**src/hw/rtl/ssc_pkg.sv**
```systemverilog
`default_nettype none

package ssc_pkg;

  localparam int MAX_PATTERN  = 8;
  localparam int MAX_TEXT_LEN = 65536;

  localparam int WIN_DEPTH = 8;
  localparam int WIN_IDX_W = $clog2(WIN_DEPTH);
  localparam int LEN_BOUND = (MAX_PATTERN < WIN_DEPTH) ? MAX_PATTERN : WIN_DEPTH;
  localparam int POS_LIMIT = (MAX_TEXT_LEN < 65536) ? MAX_TEXT_LEN : 65536;

  localparam int BYTE_W    = 8;
  localparam int LEN_W     = 4;
  localparam int POS_W     = 17;
  localparam int IDX_W     = 16;
  localparam int CFG_IDX_W = 8;
  localparam int CFG_DAT_W = 64;

  localparam logic [IDX_W-1:0] CNT_MAX = '1;

  typedef enum logic [CFG_IDX_W-1:0] {
    REG_PATTERN_BYTES = 8'd0,
    REG_PATTERN_LEN   = 8'd1
  } cfg_reg_t;

  typedef struct packed {
    logic             valid;
    logic             last;
    logic             scan;
    logic [POS_W-1:0] pos;
  } scan_t;

endpackage

`default_nettype wire

```
**src/hw/rtl/ssc_cell.sv**
```systemverilog
`default_nettype none

module ssc_cell (
  input  wire logic                       clk,
  input  wire logic                       shift_en,
  input  wire logic [ssc_pkg::BYTE_W-1:0] byte_in,
  input  wire logic [ssc_pkg::BYTE_W-1:0] pattern_byte,
  output logic      [ssc_pkg::BYTE_W-1:0] byte_out,
  output logic                            hit
);

  logic [ssc_pkg::BYTE_W-1:0] data;

  always_ff @(posedge clk) begin
    if (shift_en) begin
      data <= byte_in;
    end
  end

  assign byte_out = data;
  assign hit      = (data == pattern_byte);

endmodule

`default_nettype wire

```
**src/hw/rtl/ssc_tally.sv**
```systemverilog
`default_nettype none

module ssc_tally (
  input  wire logic                      clk,
  input  wire logic                      rst,
  input  wire ssc_pkg::scan_t            s,
  input  wire logic                      hit,
  input  wire logic [ssc_pkg::LEN_W-1:0] eff_len,
  input  wire logic                      result_stall,
  output logic                           go,
  output logic                           result_valid,
  output logic                           found,
  output logic      [ssc_pkg::IDX_W-1:0] first_start,
  output logic      [ssc_pkg::IDX_W-1:0] last_start,
  output logic      [ssc_pkg::IDX_W-1:0] match_count,
  output logic                           overflow
);

  logic                        seen;
  logic [ssc_pkg::IDX_W-1:0]   first_pos;
  logic [ssc_pkg::IDX_W-1:0]   last_pos;
  logic [ssc_pkg::IDX_W-1:0]   count;
  logic [ssc_pkg::POS_W-1:0]   next_allowed;
  logic                        ovf;

  logic                        seen_next;
  logic [ssc_pkg::IDX_W-1:0]   first_pos_next;
  logic [ssc_pkg::IDX_W-1:0]   last_pos_next;
  logic [ssc_pkg::IDX_W-1:0]   count_next;
  logic [ssc_pkg::POS_W-1:0]   next_allowed_next;
  logic                        ovf_next;

  logic                        match;
  logic [ssc_pkg::POS_W-1:0]   start;

  assign go    = s.valid && (!s.last || !result_valid || !result_stall);
  assign match = s.scan && hit && (s.pos >= ssc_pkg::POS_W'(eff_len));
  assign start = s.pos - ssc_pkg::POS_W'(eff_len);

  always_comb begin
    seen_next         = seen || match;
    first_pos_next    = (match && !seen) ? start[ssc_pkg::IDX_W-1:0] : first_pos;
    last_pos_next     = match ? start[ssc_pkg::IDX_W-1:0] : last_pos;
    count_next        = count;
    next_allowed_next = next_allowed;
    ovf_next          = ovf || !s.scan;
    if (match && (start >= next_allowed)) begin
      count_next        = (count != ssc_pkg::CNT_MAX) ? count + 1'b1 : count;
      next_allowed_next = start + ssc_pkg::POS_W'(eff_len);
    end
  end

  always_ff @(posedge clk) begin
    if (rst) begin
      seen         <= 1'b0;
      first_pos    <= '0;
      last_pos     <= '0;
      count        <= '0;
      next_allowed <= '0;
      ovf          <= 1'b0;
      result_valid <= 1'b0;
    end else begin
      if (go && s.last) begin
        result_valid <= 1'b1;
      end else if (!result_stall) begin
        result_valid <= 1'b0;
      end
      if (go) begin
        if (s.last) begin
          seen         <= 1'b0;
          first_pos    <= '0;
          last_pos     <= '0;
          count        <= '0;
          next_allowed <= '0;
          ovf          <= 1'b0;
        end else begin
          seen         <= seen_next;
          first_pos    <= first_pos_next;
          last_pos     <= last_pos_next;
          count        <= count_next;
          next_allowed <= next_allowed_next;
          ovf          <= ovf_next;
        end
      end
    end
  end

  always_ff @(posedge clk) begin
    if (go && s.last) begin
      found       <= seen_next;
      first_start <= seen_next ? first_pos_next : '0;
      last_start  <= seen_next ? last_pos_next : '0;
      match_count <= count_next;
      overflow    <= ovf_next;
    end
  end

`ifndef SYNTHESIS
  a_result_follows_end: assert property (@(posedge clk) disable iff (rst)
    go && s.last |=> result_valid)
    else $error("final request did not produce a result");

  a_count_implies_seen: assert property (@(posedge clk) disable iff (rst)
    (count != '0) |-> seen)
    else $error("occurrences counted without any match");

  a_unseen_clear: assert property (@(posedge clk) disable iff (rst)
    !seen |-> (first_pos == '0) && (last_pos == '0) && (next_allowed == '0))
    else $error("match positions set without any match");
`endif

endmodule

`default_nettype wire

```
**src/hw/rtl/substring_search_counter.sv**
```systemverilog
`default_nettype none

// Scans a text one byte per request against a pattern of 1 to 8 bytes.
// The text channel carries text_byte and text_end under text_valid and
// text_stall; a request is taken at an edge with valid high and stall low.
// The request that carries text_end closes the text and yields one result
// on the result channel: found, first_start, last_start, match_count and
// overflow, held under result_valid until result_stall is low.
// The pattern is loaded through the cfg port (index 0 the pattern bytes,
// first byte in bits 7 to 0; index 1 the length). The user must load it
// only while no text is in flight, which the block does not enforce.
// cfg_ready is always high. Throughput is one byte per cycle while
// text_stall is low: a row of eight window cells shifts on each taken
// byte and compares, and the match bookkeeping sits one stage behind;
// the final byte passes through it into the output registers, where
// result_valid rises. While a result waits under stall, non-final bytes
// keep flowing; the next final byte is held in the tally stage, with
// text_stall high, until the output register frees. Reset clears the text
// state and result valid, and sets the pattern to all zero, length one.

module substring_search_counter (
  input  wire logic                           clk,
  input  wire logic                           rst,
  input  wire logic                           text_valid,
  output logic                                text_stall,
  input  wire logic [ssc_pkg::BYTE_W-1:0]     text_byte,
  input  wire logic                           text_end,
  output logic                                result_valid,
  input  wire logic                           result_stall,
  output logic                                found,
  output logic      [ssc_pkg::IDX_W-1:0]      first_start,
  output logic      [ssc_pkg::IDX_W-1:0]      last_start,
  output logic      [ssc_pkg::IDX_W-1:0]      match_count,
  output logic                                overflow,
  input  wire logic                           cfg_valid,
  output logic                                cfg_ready,
  input  wire logic [ssc_pkg::CFG_IDX_W-1:0]  cfg_index,
  input  wire logic [ssc_pkg::CFG_DAT_W-1:0]  cfg_data
);

  logic [ssc_pkg::WIN_DEPTH-1:0][ssc_pkg::BYTE_W-1:0] pattern_bytes;
  logic [ssc_pkg::LEN_W-1:0]                          pattern_len;
  logic [ssc_pkg::LEN_W-1:0]                          eff_len;

  logic [ssc_pkg::POS_W-1:0]                          pos;
  ssc_pkg::scan_t                                     s1;
  logic                                               accept;
  logic                                               scan_ok;
  logic                                               go;
  logic                                               shift_en;
  logic                                               window_hit;

  logic [ssc_pkg::WIN_DEPTH-1:0][ssc_pkg::BYTE_W-1:0] cell_byte;
  logic [ssc_pkg::WIN_DEPTH-1:0][ssc_pkg::BYTE_W-1:0] pat_sel;
  logic [ssc_pkg::WIN_DEPTH-1:0]                      cell_hit;
  logic [ssc_pkg::WIN_DEPTH-1:0]                      active;

  assign cfg_ready = 1'b1;

  always_ff @(posedge clk) begin
    if (rst) begin
      pattern_bytes <= '0;
      pattern_len   <= ssc_pkg::LEN_W'(1);
    end else if (cfg_valid && cfg_ready) begin
      unique case (cfg_index)
        ssc_pkg::REG_PATTERN_BYTES: pattern_bytes <= cfg_data;
        ssc_pkg::REG_PATTERN_LEN:   pattern_len   <= cfg_data[ssc_pkg::LEN_W-1:0];
        default: ;
      endcase
    end
  end

  always_comb begin
    priority if (pattern_len == '0) begin
      eff_len = ssc_pkg::LEN_W'(1);
    end else if (pattern_len > ssc_pkg::LEN_W'(ssc_pkg::LEN_BOUND)) begin
      eff_len = ssc_pkg::LEN_W'(ssc_pkg::LEN_BOUND);
    end else begin
      eff_len = pattern_len;
    end
  end

  // Window entry j holds the byte j places back, which lines up with
  // pattern byte (length - 1 - j).
  always_comb begin
    logic [ssc_pkg::LEN_W-1:0] k;
    for (int j = 0; j < ssc_pkg::WIN_DEPTH; j++) begin
      k          = eff_len - ssc_pkg::LEN_W'(j) - ssc_pkg::LEN_W'(1);
      pat_sel[j] = pattern_bytes[k[ssc_pkg::WIN_IDX_W-1:0]];
      active[j]  = ssc_pkg::LEN_W'(j) < eff_len;
    end
  end

  assign window_hit = &(cell_hit | ~active);

  assign text_stall = s1.valid && !go;
  assign accept     = text_valid && !text_stall;
  assign scan_ok    = pos < ssc_pkg::POS_W'(ssc_pkg::POS_LIMIT);
  assign shift_en   = accept && scan_ok;

  always_ff @(posedge clk) begin
    if (rst) begin
      pos <= '0;
      s1  <= '0;
    end else begin
      if (accept) begin
        s1.valid <= 1'b1;
        s1.last  <= text_end;
        s1.scan  <= scan_ok;
        s1.pos   <= pos + 1'b1;
        if (text_end) begin
          pos <= '0;
        end else if (scan_ok) begin
          pos <= pos + 1'b1;
        end
      end else if (go) begin
        s1.valid <= 1'b0;
      end
    end
  end

  for (genvar j = 0; j < ssc_pkg::WIN_DEPTH; j++) begin : g_cell
    logic [ssc_pkg::BYTE_W-1:0] feed;
    if (j == 0) begin : g_head
      assign feed = text_byte;
    end else begin : g_link
      assign feed = cell_byte[j-1];
    end
    ssc_cell u_cell (
      .clk          (clk),
      .shift_en     (shift_en),
      .byte_in      (feed),
      .pattern_byte (pat_sel[j]),
      .byte_out     (cell_byte[j]),
      .hit          (cell_hit[j])
    );
  end

  ssc_tally u_tally (
    .clk          (clk),
    .rst          (rst),
    .s            (s1),
    .hit          (window_hit),
    .eff_len      (eff_len),
    .result_stall (result_stall),
    .go           (go),
    .result_valid (result_valid),
    .found        (found),
    .first_start  (first_start),
    .last_start   (last_start),
    .match_count  (match_count),
    .overflow     (overflow)
  );

`ifndef SYNTHESIS
  a_pos_in_range: assert property (@(posedge clk) disable iff (rst)
    pos <= ssc_pkg::POS_W'(ssc_pkg::POS_LIMIT))
    else $error("text position ran past the limit");

  a_pos_restart: assert property (@(posedge clk) disable iff (rst)
    accept && text_end |=> (pos == '0))
    else $error("text position not cleared after the final byte");

  a_stall_needs_work: assert property (@(posedge clk) disable iff (rst)
    text_stall |-> s1.valid && s1.last && result_valid)
    else $error("text channel stalled with nothing blocking it");
`endif

endmodule

`default_nettype wire
```
**config.mk**
```make
export PLATFORM = sky130hd
export DESIGN_NAME = substring_search_counter
export DESIGN_NICKNAME = d
export VERILOG_FILES = /design/src/hw/rtl/ssc_pkg.sv /design/src/hw/rtl/ssc_cell.sv /design/src/hw/rtl/ssc_tally.sv /design/src/hw/rtl/substring_search_counter.sv
export SDC_FILE = /design/constraint.sdc
export NUM_CORES = 1
export LEC_CHECK = 0
export CAP_MARGIN = 25
export CELL_PAD_IN_SITES_DETAIL_PLACEMENT = 1
export CELL_PAD_IN_SITES_GLOBAL_PLACEMENT = 2
export CORE_UTILIZATION = 40
export CTS_BUF_LIST = sky130_fd_sc_hd__clkbuf_16
export DETAILED_ROUTE_END_ITERATION = 7
export DONT_BUFFER_PORTS = 1
export GPL_ROUTABILITY_DRIVEN = 0
export PLACE_DENSITY = 0.86
export RECOVER_POWER = 25
export SETUP_SLACK_MARGIN = 0.15
export SLEW_MARGIN = 20
export SYNTH_ARGS = -nofsm -noshare
export SYNTH_HDL_FRONTEND = slang
export SYNTH_SLANG_ARGS = --single-unit
```
**constraint.sdc**
```tcl
create_clock -name clk -period 12.2 [get_ports clk]
set_clock_uncertainty 0.15 [all_clocks]
set_input_delay 0.61 -clock clk [delete_from_list [all_inputs] [get_ports clk]]
set_output_delay 0.61 -clock clk [all_outputs]
set_load 0.01 [all_outputs]
```
==> results_dict.tcl, run 1 <==
set metrics [dict create \
    status "complete, but fails checks" \
    violations "max-capacitance violations, max-slew violations" \
    async_reset_ff_frac 0 \
    yosysTopAreaCell "dfxtp_1" \
    powerDensity_nw_per_um2 121.8 \
    clkTransAtPathRegs_ns 0.06 \
    fin_nets 1708 \
    synth_top_area_share 0.2138 \
    avgSynthCellArea_um2 9.958 \
    tightest_slew_ns 3.359 \
    die_w_um 203.3 \
    fin_util 0.4471 \
    routedWlPerCell_um 23.82 \
    setup_slack_ns 5.039 \
    syn_nets 1743 \
    nFillCells 4467 \
    finalSetupViolCount 0 \
    ys.warnings.count 0 \
    grt_remaining_overflow 0 \
    core-area_um2 39820 \
    sequentialPowerShare 0.477 \
    power_w 0.002169 \
    area_delta_synth_final_pct 9.900 \
    ys_types 83 \
    fin_setup_tns_ns 0 \
    critPathRequiredTime_ns 12.35 \
    fmax_mhz 139.6 \
    grtUsageTotal 0.2459 \
    preCtsSetupSlack_ns 5.035 \
    wirelength_um 50960 \
    crit_fanout 67 \
    n_antenna_cell 0 \
    drc_errors 0 \
    cts_sinks 287 \
    netlist_instances 1627 \
    worstPathCellList "buf_4 -> o21ba_2 -> nor2_1 -> ha_2 -> buf_4 -> mux2_2 -> or3_1 -> a31o_1 -> a2111oi_2 -> nand4_1 -> a221oi_2 -> nand3_4 -> nor3_4 -> nand2_1 -> xnor2_1" \
    vias 13050 \
    crit_path_end_kind "register" \
    synth.yosys.seq_area_share 0.4251 \
    p_sw_w 0.0005562 \
    synth_edf_count 114 \
    grt_pass1_vias 12772 \
    rsz0062_at_grt "no" \
    dieHeight_um 203.3 \
    critPathSlowestCell "ha_2" \
    clkPwrFrac 0.442 \
    cts_tree "yes" \
    finalCritPeriodShare 0.5870 \
    htree_levels 2 \
    worst_ep_arrival_time_ns 7.31 \
    crit_top_cell "buf_4" \
    io-pin-count 139 \
    synthMostInstantiatedCell "nand2_1" \
    start_kind "register" \
    intPower_w 0.001613 \
    slew_headroom -1.240 \
    cts_buffer_depth 3 \
    cts_root_buf "clkbuf_16" \
    drt-initial-drc-count 1169 \
    avgViaCountPerCell 6.101 \
    grt_first_pass_wirelength_um 78070 \
    grt_max_degree 88 \
    final_layout_size_suffix_gt1_frac 0.1134 \
    rows 73 \
    final-hold-violation-count 0 \
    p_sw_frac 0.2564 \
    antenna_found_initial 0 \
    ys_seq_elements 287 \
    cpPeakStageDelay_ns 0.94 \
    hold_path_class "primary input to register" \
    place_hpwl_um 35420 \
    fin_crit_ns 7.161 \
    yosys-top-cells-area "dfxtp_1 (21%), edfxtp_1 (21%), mux4_2 (7.4%), xnor2_1 (5.6%), nand2_1 (4.9%)" \
    synthTopCellsByCount "nand2_1 (212), dfxtp_1 (173), edfxtp_1 (114), a21oi_1 (106), xnor2_1 (104)" \
    ys.flop_type "dfxtp_1" \
    total_leakage_power_nw 5.874 \
    vdd_ir_drop_max_uv 84.59 \
    syn_area_um2 16200 \
    clk_latency_ns 0.57 \
    die-area_um2 41310 \
    maxCapViolCount 1 \
    cts_buffers 34 \
    initial_core_util 0.4068 \
    portBuffers 0 \
    post_cts_resized 0 \
    first_pass_iters 7 \
    drtAntennaViolNets 0 \
    comb_power_share 0.081 \
    path_class "register to register" \
    maxSlewViolCount 65 \
]
==> state kept, by name, summed over array words and instances (netlist names) <==
| register | cells |
|---|---|
| g_cell.u_cell.byte_out | 64 |
| pattern_bytes | 64 |
| s1 | 20 |
| pos | 17 |
| u_tally.next_allowed | 17 |
| u_tally.count | 16 |
| u_tally.first_pos | 16 |
| u_tally.first_start | 16 |
| u_tally.last_pos | 16 |
| u_tally.last_start | 16 |
| u_tally.match_count | 16 |
| pattern_len | 4 |
| u_tally.found | 1 |
| u_tally.overflow | 1 |
| u_tally.ovf | 1 |
| u_tally.result_valid | 1 |
| u_tally.seen | 1 |
==> area by class of cell <==
type / count / area (um2) / area share
clock buffer: 34 / 850.8 / 0.04778
clock inverter: 24 / 182.7 / 0.01026
inverter: 55 / 211.5 / 0.01188
multi-input combinational: 1172 / 8621 / 0.4842
sequential: 287 / 6890 / 0.3870
tap: 525 / 656.9 / 0.03689
timing repair buffer: 42 / 392.9 / 0.02206
==> power groups by stage <==
stage                     clock [W]  sequential (W)  combinational, W
final                      0.000959         0.00104          0.000175
after global routing        0.00101         0.00104          0.000191
after global placement            0         0.00105          0.000154
after detailed placement          0         0.00106          0.000159
after floorplan                   0         0.00105          0.000114
after CTS                  0.000980         0.00104          0.000174
==> worst max-delay path: cells and delay by family, from the launching register on <==
family / cells / cell delay [ns]
simple gates: 6 / 2.35
buf+inv: 2 / 1.20
compound gates: 4 / 1.30
xor+xnor: 1 / 0.19
fa+ha+maj: 1 / 0.94
mux: 1 / 0.40
flops: 1 / 0.31
==> path summary, 6_finish.rpt <==
kind         slack, ns            startpoint  cells after the start                      to
max               5.04        pattern_len[2]                     15  u_tally.match_count[3]
min               0.04            text_valid                      1                  s1[19]
max reg2reg       5.04        pattern_len[2]                     15  u_tally.match_count[3]
min reg2reg       0.32  u_tally.first_pos[1]                      1    u_tally.first_pos[1]
==> per-stage QoR <==
step,hold slack [ns],cells,instance area (um2)
CTS,0.01466,2138,17790
floorplan,0.2813,1627,16200
detailed placement,0.2979,2061,16560
global route,0.03761,2139,17810
finish,0.04254,2139,17810
global placement,0.2926,2058,16510
==> routing by layer <==
metal,wire [um],part of all wire,vias to the layer above,track usage
met1,23840,0.47,6572,0.3593
met3,3170,0.062,71,0.03691
met5,0,0,-,0
li1,-,-,5933,-
met4,1146,0.022,0,0.07035
met2,22800,0.45,474,0.3752
==> placed cells by master, fill, tap and decap left out, types with 39 or more instances in the layout <==
cell type | Yosys | layout
a21oi_1 | 106 | 106
dfxtp_1 | 173 | 170
edfxtp_1 | 114 | 114
inv_1 | 53 | 57
mux2i_1 | 52 | 52
mux4_2 | 53 | 53
nand2_1 | 212 | 212
nor2_1 | 102 | 100
nor2b_1 | 39 | 39
o21ai_0 | 50 | 50
xnor2_1 | 104 | 104
==> cells by family after synthesis <==
logic type,Yosys count,share of synthesized area
DFF,287,0.4251
xor gates and xnor gates,120,0.06734
muxes,123,0.1183
adders and majority gates,30,0.02363
buffers and inverters,168,0.04541
and+or+nand+nor,507,0.1509
AOI/OAI and AO/OA,391,0.1691
other,1,0.0002315
==> repair_timing <==
item | CTS | global route
hold endpoints to repair | 50 | 0
hold buffers | 19 | 0
setup buffers | 0 | 0
Power figures use the tool's default switching activity.
==> run 2, diff against run 1 <==
Settings changed: CORE_UTILIZATION 40 to 38, PLACE_DENSITY 0.86 to 0.85.
Clock period 12.2 ns to 6.34 ns, I/O delays scaled along.
==> run 2 against run 1 <==
Against the previous run:
- the flow now finishes without violations
- via count rose by 1.9%
- non-clock buffer count rose by 91
- combinational power rose by 110%
- sequential power rose by 91%
- first-iteration DRC count fell by 22%
- setup slack got worse by 4.4 ns
- utilization fell by 0.32 points
- wire length rose by 2.2%
- clock power rose by 89%
- sequential share of layout area fell by 1.8 points
- largest cell class unchanged
==> results_dict.tcl, run 2 (synthesized netlist as in run 1, its figures left out) <==
set metrics [dict create \
    p_sw_w 0.001046 \
    worst_ep_arrival_time_ns 6.09 \
    start_kind "register" \
    clkPwrFrac 0.434 \
    grt_remaining_overflow 0 \
    place_area_um2 16720 \
    comb_power_share 0.088 \
    powerDensity_nw_per_um2 223.2 \
    status "complete, no violations" \
    total_leakage_power_nw 6.276 \
    clk_latency_ns 0.60 \
    fin_crit_ns 5.697 \
    io-pin-count 139 \
    rows 75 \
    avgViaCountPerCell 5.922 \
    fin_hold_ws_ns 0.03807 \
    die_w_um 208.5 \
    routedWlPerCell_um 23.19 \
    fin_area_um2 18660 \
    cts_tree "yes" \
    place_hpwl_um 37050 \
    vias 13301 \
    grt_max_degree 119 \
    fin_nets 1796 \
    cts_buffers 31 \
    path_class "register to register" \
    crit_path_end_kind "register" \
    drtAntennaViolNets 0 \
    clkTransAtPathRegs_ns 0.06 \
    intPower_w 0.003119 \
    portBuffers 0 \
    vdd_ir_drop_max_uv 227.8 \
    grtUsageTotal 0.2360 \
    critical_path.reg2reg.startpoint "pattern_len[1]" \
    finalCritPeriodShare 0.8986 \
    dieHeight_um 208.5 \
    hold_path_class "primary input to register" \
    hold_start "text_valid" \
    power_w 0.004165 \
    drc_errors 0 \
    p_sw_frac 0.2512 \
    cts_sinks 287 \
    fin_setup_tns_ns 0 \
    sequentialPowerShare 0.478 \
    maxSlewViolCount 0 \
    grt_first_pass_wirelength_um 80250 \
    slew_headroom 0.4161 \
    htree_levels 1 \
    startpoint "pattern_len[1]" \
    finalSetupViolCount 0 \
    critPathRequiredTime_ns 6.73 \
    antenna_found_initial 1 \
    initial_core_util 0.3854 \
    tightest_slew_ns 0.8759 \
    maxCapViolCount 0 \
    wirelength_um 52090 \
    grt_pass1_vias 13471 \
    die-area_um2 43470 \
    final-hold-violation-count 0 \
    cts_buffer_depth 3 \
    first_pass_iters 5 \
    area_delta_synth_final_pct 15.18 \
    drt-initial-drc-count 914 \
    final_common_cell "nand2_1" \
    fmax_mhz 175.5 \
    rsz0062_at_grt "no" \
    final_layout_size_suffix_gt1_frac 0.1220 \
    core-area_um2 42040 \
    cts_root_buf "clkbuf_16" \
    crit_fanout 9 \
    final_cell_mix "nand2_1 (212), dfxtp_1 (170), edfxtp_1 (114)" \
]
[run 2: cell count changes in the layout (fill, tap and decap cells not counted), sizes merged, moves of 2 or more]
cell | previous run | this run
inv | 61 | 68
clkinv | 15 | 10
clkinvlp | 2 | 0
dlygate4sd3 | 18 | 88
diode | 0 | 2
buf | 24 | 45
[run 2: metrics by stage]
stage / util / setup slack [ns] / instances
global route: 0.4438 / 0.1883 / 2245
CTS: 0.4432 / 0.4659 / 2242
detailed placement: 0.3978 / 0.4722 / 2095
global placement: 0.3970 / 0.6479 / 2094
floorplan: - / 0.9883 / 1627
finish: 0.4439 / 0.6427 / 2246
[run 2: cell type report]
cell class / instances / area, um2
well taps: 539 / 674.4
repair buffers: 133 / 1262
clock buffers: 33 / 825.8
multi-input cells: 1172 / 8618
clock inverters: 25 / 173.9
diodes: 2 / 5.005
inverters: 55 / 211.5
flip-flops and latches: 287 / 6890
fillers: 4666 / 23380
[run 2: routing by layer]
metal	track usage	vias to the layer above	wire length, um	part of all wire
li1	-	6117	-	-
met1	0.3254	6718	23650	0.45
met2	0.3797	397	24160	0.46
met3	0.04136	69	3135	0.060
met4	0.06411	0	1143	0.022
met5	0	-	0	0
[run 2: final timing paths]
kind | to | slack, ns | cells after the start
max | u_tally.count[0] | 0.64 | 21
max reg2reg | u_tally.count[0] | 0.64 | 21
min | s1[1] | 0.04 | 3
min reg2reg | u_tally.first_pos[13] | 0.32 | 1
[run 2: critical path: stages (launching register included)]
cell and delay [ns]:
dfxtp_1 0.32, o21ba_2 0.26, nor2_1 0.16, ha_1 0.23
inv_1 0.07, fa_1 0.46, a21o_1 0.20, a21oi_1 0.30
inv_1 0.09, or2_2 0.35, nor2_1 0.14, xnor2_1 0.30
inv_1 0.17, ha_1 0.33, nand4_1 0.14, nor4_1 0.32
a211o_1 0.14, a21o_1 0.10, a21oi_1 0.06, o21a_1 0.25
nor4_1 0.79, mux2_2 0.29
[run 2: power by group through the flow]
stage               logic [W]  clock network [W]  registers, W
finish               0.000367            0.00181       0.00199
global route         0.000399            0.00190       0.00199
CTS                  0.000363            0.00183       0.00199
detailed placement   0.000308                  0       0.00203
global placement     0.000298                  0       0.00203
floorplan            0.000219                  0       0.00202
[run 2: timing repair]
action                                 4_1_cts  5_1_grt
buffers inserted                             0        0
hold buffers                                89        0
endpoints found under the hold margin      128        0
setup endpoints to repair                    0       11
resized for setup                            0        1
==> run 3, diff against run 2 <==
Settings changed: CORE_UTILIZATION 38 to 39, CTS_BUF_LIST sky130_fd_sc_hd__clkbuf_16 to sky130_fd_sc_hd__clkbuf_2, PLACE_DENSITY 0.85 to 0.87.
==> run 3 against run 2 <==
Against the previous run:
- wire length rose by 5.7%
- fmax decreased by 2.6%
- setup slack worse by 0.15 ns
- cell area rose by 2.8%
- the run now ends with max-capacitance violations, max-slew violations left
- cell count up 7.1%
- worst hold slack better by 0.0067 ns
- via count up 6.0%
- highest routed layer is now met5
- sequential share of layout area down 1.0 points
- largest power group unchanged
- combinational power up 5%
- utilization grew 2.5 points
- register-to-register slack lost 0.15 ns
- power down 9.3%
==> results_dict.tcl, run 3 (synthesized netlist as in run 1, its figures left out) <==
set metrics [dict create \
    setup_slack_ns 0.4897 \
    critPathRequiredTime_ns 7.13 \
    post_cts_buffers 0 \
    preCtsSetupSlack_ns 0.3818 \
    finalCritPeriodShare 0.9228 \
    final-hold-violation-count 0 \
    fin_hold_ws_ns 0.04482 \
    status "complete, but fails checks" \
    start_kind "register" \
    startpoint "pattern_len[1]" \
    final_cell_mix "nand2_1 (212), dfxtp_1 (170), dlygate4sd3_1 (168)" \
    cts_buffer_depth 3 \
    core-area_um2 40920 \
    die_w_um 205.8 \
    rr_worst_depth 15 \
    area_delta_synth_final_pct 18.43 \
    drt-initial-drc-count 1014 \
    avgViaCountPerCell 5.859 \
    final_layout_size_suffix_gt1_frac 0.1555 \
    fin_nets 1924 \
    powerDensity_nw_per_um2 196.9 \
    maxCapViolCount 1 \
    power_w 0.003778 \
    portBuffers 0 \
    io-pin-count 139 \
    tightest_slew_ns 2.789 \
    wirelength_um 55040 \
    vias 14097 \
    slew_headroom -0.8596 \
    dieHeight_um 205.8 \
    clk_latency_ns 1.04 \
    finalSetupViolCount 0 \
    grt_pass1_vias 14556 \
    grtUsageTotal 0.2601 \
    crit_fanout 25 \
    fin_setup_tns_ns 0 \
    fin_util 0.4688 \
    cts_root_buf "clkbuf_2" \
    fin_crit_ns 5.850 \
    cts_tree "yes" \
    cts_buffers 80 \
    vdd_ir_drop_max_uv 110.9 \
    cts_sinks 287 \
    fmax_mhz 170.9 \
    clkTransAtPathRegs_ns 0.11 \
    maxSlewViolCount 52 \
    final_common_cell "nand2_1" \
    drtAntennaViolNets 0 \
    drc_errors 0 \
    worst_ep_arrival_time_ns 6.64 \
    first_pass_iters 5 \
    grt_first_pass_wirelength_um 84530 \
    r2r_end "u_tally.next_allowed[9]" \
    antenna_found_initial 4 \
    rows 74 \
    hold_path_class "primary input to register" \
    cp-endpoint "u_tally.next_allowed[9]" \
    grt_remaining_overflow 0 \
    crit_path_end_kind "register" \
    htree_levels 3 \
    critical_path.reg2reg.startpoint "pattern_len[1]" \
    violations "max-capacitance violations, max-slew violations" \
    initial_core_util 0.3959 \
    r2r_slack_ns 0.49 \
    die-area_um2 42360 \
    place_hpwl_um 36460 \
    grt_max_degree 120 \
    routedWlPerCell_um 22.88 \
    total_leakage_power_nw 6.525 \
    rsz0062_at_grt "no" \
    path_class "register to register" \
]
## run 3: changes by cell type in the layout (fill, tap and decap cells not counted), moves of 4 or more
cell,change
clkbuf_16,-33
inv_1,-7
inv_2,-4
clkinv_1,+11
clkbuf_2,+118
dlygate4sd3_1,+80
buf_4,-6
## run 3: worst min path at each step
stage                             from                            to  slack (ns)  cells after the start
after floorplan           text_byte[0]  g_cell[0].u_cell.byte_out[0]        0.27                      0
after global placement             rst          u_tally.result_valid        0.25                      1
after detailed placement           rst       u_tally.next_allowed[9]        0.26                      1
after CTS                  cfg_data[1]              pattern_bytes[1]        0.01                      3
after global routing       cfg_data[1]              pattern_bytes[1]     -0.0009                      3
final                      cfg_data[1]              pattern_bytes[1]        0.04                      3
## run 3: per-stage QoR
stage,area [um2],instances
2_1_floorplan,16200,1627
6_report,19190,2406
3_5_place_dp,16720,2089
5_1_grt,19190,2406
4_1_cts,19160,2403
3_3_place_gp,16670,2086
## run 3: repair_timing
item                       in CTS  in global routing
hold endpoints to repair      155                  0
resized for setup               0                  9
setup endpoints to repair       0                 36
hold buffers                  169                  0
## run 3: worst max-delay path, stage by stage, from the launching register on
cell	delay, ns
dfxtp_1	0.35
buf_4	0.21
or2b_2	0.44
ha_2	0.76
buf_4	0.36
mux2i_1	0.11
mux4_2	0.51
xnor2_1	0.19
a2111oi_2	0.37
nand4_1	0.21
a221oi_2	0.47
nand3_4	0.43
o21bai_2	0.43
a21o_1	0.17
a21oi_1	0.05
dlygate4sd3_1	0.58
## run 3: metal layers
metal	track usage	up-vias	share of wire
met4	0.1016	2	0.032
met5	0	-	0.00024
li1	-	6429	-
met3	0.06715	121	0.074
met2	0.4102	540	0.47
met1	0.3394	7005	0.43
## run 3: area by class of cell
type	count	area (um2)
fillers	4605	21740
multi-input cells	1172	8625
flip-flops and latches	287	6890
repair buffers	212	2059
well taps	532	665.6
clock buffers	118	590.6
inverters	55	211.5
clock inverters	27	137.6
diodes	3	7.507
## run 3: where the power goes
| part | switching, W | internal (W) |
|---|---|---|
| registers | 0.0000371 | 0.00195 |
| clock network | 0.000892 | 0.000512 |
| logic | 0.000229 | 0.000154 |
| total | 0.00116 | 0.00262 |
